File: config.mk
export PLATFORM = sky130hd
export DESIGN_NAME = qer_front
export DESIGN_NICKNAME = d
export VERILOG_FILES = /design/src/qer_pkg.sv /design/src/qer_front.sv
export SDC_FILE = /design/constraint.sdc
export NUM_CORES = 2
export LEC_CHECK = 0
export ABC_AREA = 1
export BUFFER_PORTS_ARGS = -buffer_cell sky130_fd_sc_hd__buf_2
export CORE_MARGIN = 5
export CORE_UTILIZATION = 40
export DETAILED_ROUTE_END_ITERATION = 8
export PLACE_DENSITY_LB_ADDON = 0.15
export SLEW_MARGIN = 15
export SYNTH_ARGS = -nofsm -noshare
export SYNTH_HDL_FRONTEND = slang
export SYNTH_SLANG_ARGS = --single-unit
File: constraint.sdc
create_clock -name clk_i -period 5.7 [get_ports clk_i]
set_input_delay 0.57 -clock clk_i [delete_from_list [all_inputs] [get_ports clk_i]]
set_output_delay 0.57 -clock clk_i [all_outputs]
set_load 0.01 [all_outputs]
File: src/qer_pkg.sv
// ---------------------------------------------------------------------------
// Quadratic evaluator package
// Shared widths, register indexes, stage counts, sideband types and clipping.
// ---------------------------------------------------------------------------
package qer_pkg;

  localparam int unsigned CFG_IDX_W  = 2;
  localparam logic [CFG_IDX_W-1:0] REG_COEF_A = 2'd0;
  localparam logic [CFG_IDX_W-1:0] REG_COEF_B = 2'd1;
  localparam logic [CFG_IDX_W-1:0] REG_COEF_C = 2'd2;

  localparam int unsigned SQRT_STEPS = 32;
  localparam int unsigned DIV_STEPS  = 33;
  localparam int unsigned NUM_W      = 34;
  localparam int unsigned FRONT_LAT  = 4;
  // front + root steps + numerator + divider (input, steps, sign) + output
  localparam int unsigned PIPE_LAT   = FRONT_LAT + SQRT_STEPS + 1 + (DIV_STEPS + 2) + 1;

  typedef struct packed {
    logic signed [31:0] poly;
    logic               psat;
    logic               dneg;
    logic               deg;
    logic signed [15:0] a;
    logic signed [31:0] nb;
  } root_side_t;

  typedef struct packed {
    logic signed [31:0] poly;
    logic               psat;
    logic               dneg;
    logic               deg;
  } div_side_t;

  typedef struct packed {
    logic        sat;
    logic [31:0] val;
  } clip_t;

  function automatic clip_t clip48(input logic signed [47:0] v);
    clip_t res;
    if (v > 48'sh0000_7FFF_FFFF) begin
      res.sat = 1'b1;
      res.val = 32'h7FFF_FFFF;
    end else if (v < -48'sh0000_8000_0000) begin
      res.sat = 1'b1;
      res.val = 32'h8000_0000;
    end else begin
      res.sat = 1'b0;
      res.val = v[31:0];
    end
    return res;
  endfunction

endpackage

File: src/qer_front.sv
// ---------------------------------------------------------------------------
// Quadratic evaluator front end
// Four stages: products, discriminant, polynomial sum, truncation and clip.
// ---------------------------------------------------------------------------
module qer_front (
  input  logic                 clk_i,
  input  logic                 rst_ni,
  input  logic                 vld_i,
  input  logic signed [15:0]   x_i,
  input  logic signed [15:0]   a_i,
  input  logic signed [15:0]   b_i,
  input  logic signed [15:0]   c_i,
  output logic                 vld_o,
  output logic [63:0]          v_o,
  output qer_pkg::root_side_t  side_o
);

  logic [qer_pkg::FRONT_LAT-1:0] vld_q;

  // stage 1
  logic signed [31:0] xx_q, bx_q, bb_q, ac_q, nb1_q;
  logic signed [15:0] a1_q, c1_q;
  // stage 2
  logic signed [47:0] axx_q;
  logic signed [34:0] d_q;
  logic signed [31:0] bx2_q, nb2_q;
  logic signed [15:0] a2_q, c2_q;
  // stage 3
  logic signed [47:0] acc_q;
  logic [33:0]        mag_q;
  logic               dneg3_q;
  logic signed [31:0] nb3_q;
  logic signed [15:0] a3_q;
  // stage 4
  logic [63:0]        v_q;
  qer_pkg::root_side_t side_q;

  logic signed [47:0] acc_d;
  logic signed [47:0] trunc_d;
  qer_pkg::clip_t     pclip_d;

  assign acc_d   = axx_q + (48'(bx2_q) <<< 8) + (48'(c2_q) <<< 16);
  assign trunc_d = (acc_q + (acc_q[47] ? 48'sd255 : 48'sd0)) >>> 8;
  assign pclip_d = qer_pkg::clip48(trunc_d);

  always_ff @(posedge clk_i or negedge rst_ni) begin
    if (!rst_ni) begin
      vld_q <= '0;
    end else begin
      vld_q <= {vld_q[qer_pkg::FRONT_LAT-2:0], vld_i};
    end
  end

  always_ff @(posedge clk_i) begin
    xx_q  <= 32'(x_i * x_i);
    bx_q  <= 32'(b_i * x_i);
    bb_q  <= 32'(b_i * b_i);
    ac_q  <= 32'(a_i * c_i);
    nb1_q <= -(32'(b_i) <<< 15);
    a1_q  <= a_i;
    c1_q  <= c_i;

    axx_q <= 48'(a1_q) * 48'(xx_q);
    d_q   <= 35'(bb_q) - (35'(ac_q) <<< 2);
    bx2_q <= bx_q;
    nb2_q <= nb1_q;
    a2_q  <= a1_q;
    c2_q  <= c1_q;

    acc_q   <= acc_d;
    mag_q   <= d_q[34] ? 34'(-d_q) : 34'(d_q);
    dneg3_q <= d_q[34];
    nb3_q   <= nb2_q;
    a3_q    <= a2_q;

    v_q         <= 64'(mag_q) << 30;
    side_q.poly <= pclip_d.val;
    side_q.psat <= pclip_d.sat;
    side_q.dneg <= dneg3_q;
    side_q.deg  <= (a3_q == 16'sd0);
    side_q.a    <= a3_q;
    side_q.nb   <= nb3_q;
  end

  assign vld_o  = vld_q[qer_pkg::FRONT_LAT-1];
  assign v_o    = v_q;
  assign side_o = side_q;

endmodule

; Yosys cells after proc, flatten, opt, wreduce, memory -nomap -nowiden
; Index checks and enable logic that the tools add are counted.
; Widths: inputs -> output; s select.
[word_totals]
reg_bits = 623
in_bits = 67
out_inout_bits = 148
word_cells = 43
[classes]
n_addsub = 6
n_mul = 5
order_cmp = 2
n_mux = 3
reduce_logical = 1
[ops]
columns = op, n
row1 = $mul 16x16->32, 4
row2 = $add 48x32->48, 1
row3 = $add 48x40->48, 1
row4 = $add 48x9->48, 1
row5 = $mul 16x32->48, 1
row6 = $gt 40x32->1 const B, 1
row7 = $lt 40x32->1 const B, 1
row8 = $sub 32x34->35, 1
row9 = $mux 34, 1
row10 = $neg 34->34, 1
row11 = $mux 33, 1
row12 = $neg 31->32, 1
row13 = $logic_not 16->1, 1
row14 = $mux 8, 1

; Longest topological paths before layout
[depth]
word_depth = 4
ltp_mapped = 28
mapped_depth_nobuf = 26

; Worst setup path before layout
; No wires, ideal clock.
[synth_timing]
kind = input-to-reg
startpoint = input port b_i[4]
endpoint = register bb_q[31]
setup_ns = 0.122
arrival_ns = 5.783
required_time_ns = 5.578
slack_ns = -0.205
cell_stages = 20
n_path_buf = 2
cell_sequence = clkbuf_1 > buf_1 > nand2_1 > inv_1 > fa_1 > fa_1 > inv_1 > fa_1 > inv_1 > fa_1 > fa_1 > inv_1 > fa_1 > inv_1 > ha_1 > a21oi_1 > o21ai_0 > a221oi_1 > nand3_1 > xor2_1
[synth_between]
elab_chain_len = 1
[synth_lines]
columns = element, line_no
row1 = "start, declared", qer_front.sv:11  ; input logic signed [15:0] b_i,
row2 = $mul 16x16->32, qer_front.sv:57  ; bb_q <= 32'(b_i * b_i);
row3 = "end signal, assigned", qer_front.sv:57
row4 = "end, declared", qer_front.sv:21  ; logic signed [31:0] xx_q, bx_q, bb_q, ac_q, nb1_q;
; Every way passes these cells.
; A chain may end at the register's enable or synchronous reset.

; Final worst setup path
[layout_timing]
startpoint = register a1_q[2]
endpoint = register axx_q[40]
[layout_between]
elab_chain_len = 1
[layout_lines]
columns = element, line_no
row1 = "start, declared", qer_front.sv:22  ; logic signed [15:0] a1_q, c1_q;
row2 = "start signal, assigned", qer_front.sv:60  ; a1_q <= a_i;
row3 = $mul 16x32->48, qer_front.sv:63  ; axx_q <= 48'(a1_q) * 48'(xx_q);
row4 = "end signal, assigned", qer_front.sv:63
row5 = "end, declared", qer_front.sv:24  ; logic signed [47:0] axx_q;
; Every way passes these cells.

==> results.toml <==
[outcome]
status = "finished, violations left"
failed_checks = "negative setup slack"

[logic_synthesis]
async_flop_share_pct = 0.719
yosys_warnings = 0
ys_ff_latch = 556
synth_compound_area_share_pct = 4.33
synth-xor-area-share_pct = 3.71
ys_top_cells_by_area = "fa_1 (40%), dfxtp_1 (14%), inv_1 (13%)"
synth_edf_count = 0
syn_area_um2 = 76600
synth_top_family_by_area = "adder cells"
synthTopCellsByCount = "inv_1 (2633), nand2_1 (1965), fa_1 (1513)"
syn-instance-count = 9220
yosysTopAreaCell = "fa_1"
synthMuxAreaShare_pct = 0
synth_fa_ha_area_share_pct = 48.3
yosysMostFrequentCell = "inv_1"
avgSynthCellArea_um2 = 8.31
synth-main-ff-cell = "dfxtp_1"
synthSimpleGateAreaFrac_pct = 14.3
synth.top_cell.area_share_pct = 39.5
seq_area_frac_synth_pct = 14.5
netlist-cell-type-count = 50

[timing]
relSlewSlack_pct = 34.1
maxSlewViolCount = 0
setup_violations = 1
layout_min_cycle_time_ns = 5.71
rsz0062_at_grt = "true"
fin_setup_tns_ns = -0.0142
finalWorstSetupSlack_ns = -0.0142
tightest_slew_ns = 0.981
hold_violations = 0
finalCritPeriodShare_pct = 100
fmax_mhz = 175
finalClockSkew_ns = 0.0722

[hold_path]
hold_path.class = "primary input to flop"

[floorplan]
rows = 160
start_util_pct = 40.3
die_h_um = 448
io_pins = 215
core_area_um2 = 190000
die-area_um2 = 200000
die_w_um = 448

[final_layout]
multi_input_area_um2 = 55600
syn2layout_area_growth_pct = 21.1
seqCellArea_um2 = 11200
fin_nets = 12400
drive_gt1_share_pct = 16.9
postLayoutCoreUtil_pct = 48.8
nFillCells = 18500

[detailed_routing]
wl_per_cell_um = 17.6
post_drt_via_cell_ratio = 4.64
drc_errors = 0
drtAntennaViolNets = 0
dr.pass1.iters = 5
drt_iter0_drc = 3107
wirelength_mm = 226
vias = 59800

[worst_setup_path]
path_cells = "buf_12, buf_8, nand2_1, fa_1, fa_1, fa_2, inv_1, fa_1, fa_1, inv_1, fa_1, inv_2, ha_4, nand2_2, nor2_4, buf_4, inv_1, nor2_4, inv_2, nor4_4, nand3_1, nand3_2, xor2_1"
setup.worst_path.start_class = "flop"
rrSetupSlack_ns = -0.01
end_kind = "flop"
worst_path_largest_cell_delay_ns = 0.54
crit_path_max_fanout = 10
cp_data_arrival_time_ns = 6.34
crit_top_cell = "fa_1"
critical_path_class = "flop to flop"
path_buf_inv = 8
critPathTopFamily = "adder cells"
worst_path_max_delay_cell = "fa_2"
critical_path_required_ns = 6.33

[flow_run]
cap_violations = 0

[clocking]
cts_max_path_buffers = 3
clk_pin_slew_ns = 0.06
htree_levels = 3
numCtsBuffers = 67
tritoncts = "done"
clk_latency_ns = 0.71
cts_root_buf = "clkbuf_16"
clock-sinks = 556

[placement]
place.port_buffers = 169
place_congestion = 0.934
dp_hpwl_mm = 192
pre_cts_slack_ns = -0.427

[global_route]
antenna_found_initial = 8
grt_overflow = 0
grt_pass1_vias = 65700
grt_usage_pct = 23.0
grt_pass1_wl_mm = 360
grt_max_degree = 33
==> final timing paths <==
| path | from | end | cells after the start |
|---|---|---|---|
| max | a1_q[2]$_DFF_P_ | axx_q[40]$_DFF_P_ | 23 |
| min | a_i[15] | a1_q[15]$_DFF_P_ | 1 |
| max reg2reg | a1_q[2]$_DFF_P_ | axx_q[40]$_DFF_P_ | 23 |
| min reg2reg | bx_q[7]$_DFF_P_ | bx2_q[7]$_DFF_P_ | 0 |
| max in group asynchronous | rst_ni | vld_q[0]$_DFF_PN0_ | 2 |
| min in group asynchronous | rst_ni | vld_q[1]$_DFF_PN0_ | 2 |
==> what timing repair did <==
action,4_1_cts,5_1_grt
endpoints found under the hold margin,5,0
gates cloned,1,9
buffers inserted,14,24
pin swaps,28,99
gates resized for setup,110,278
setup endpoints to repair,28,37
hold buffers,2,0
==> per-stage QoR <==
stage,hold WS (ns),instances,instance area [µm²]
after floorplan,0.274,9264,76900
after global placement,0.310,12700,88400
after detailed placement,0.312,12700,88400
after CTS,0.0150,12800,91300
after global routing,0.0410,12900,92800
final,0.0807,12900,92800
==> cells by family (layout without fill, tap and decap cells) <==
kind of cell,after synthesis,after routing
DFF,556,556
and+or+nand+nor,2740,2740
AOI/OAI and AO/OA,579,579
adders and majority gates,2050,2050
buffers and inverters,2970,4068
other,1,50
xor gates and xnor gates,324,324
==> sequential cells by signal, indices dropped and copies added (netlist names), 17 cells and up <==
name    cells
ac_q       32
acc_q      48
axx_q      48
bb_q       30
bx2_q      32
bx_q       32
d_q        33
mag_q      33
nb1_q      17
nb2_q      17
nb3_q      17
side_o     68
v_o        33
xx_q       31
==> metal layers <==
layer,global-route usage (%),vias up,share of wire [%]
met5,0,-,0
met4,6.54,0,3.9
met3,2.33,298,4.1
met2,40.7,1156,49
met1,30.0,29700,43
li1,-,28600,-
==> area by class of cell <==
class                           count  share of cell area, %
Antenna cell                        5                 0.0135
Clock buffer                       84                   1.95
Clock inverter                     39                  0.531
Inverter                         2638                   10.7
Multi-Input combinational cell   5738                   59.9
Sequential cell                   556                   12.1
Tap cell                         2511                   3.38
Timing Repair Buffer             1307                   11.4
==> placed cells by master (no fill, tap or decap), drive strengths merged, types with 4 or more instances in the layout <==
cell type	count
nor2	429
a21oi	250
a21o	40
inv	2647
o21a	14
nand3	161
clkbuf	97
bufinv	4
xnor2	114
fa	1513
dfrtp	4
clkinvlp	4
nand4	57
a21boi	18
or2	22
o21ai	158
o21bai	35
clkinv	22
nor3	58
nor4	17
a31oi	29
and3	4
nand3b	14
dfxtp	552
a211oi	11
diode	5
ha	537
xor2	210
buf	1292
conb	45
nand2	1976
o211ai	7
Power is left out: the tool's default activity adds up to more than one toggle a clock period on the data nets, which glitch-free logic cannot reach.
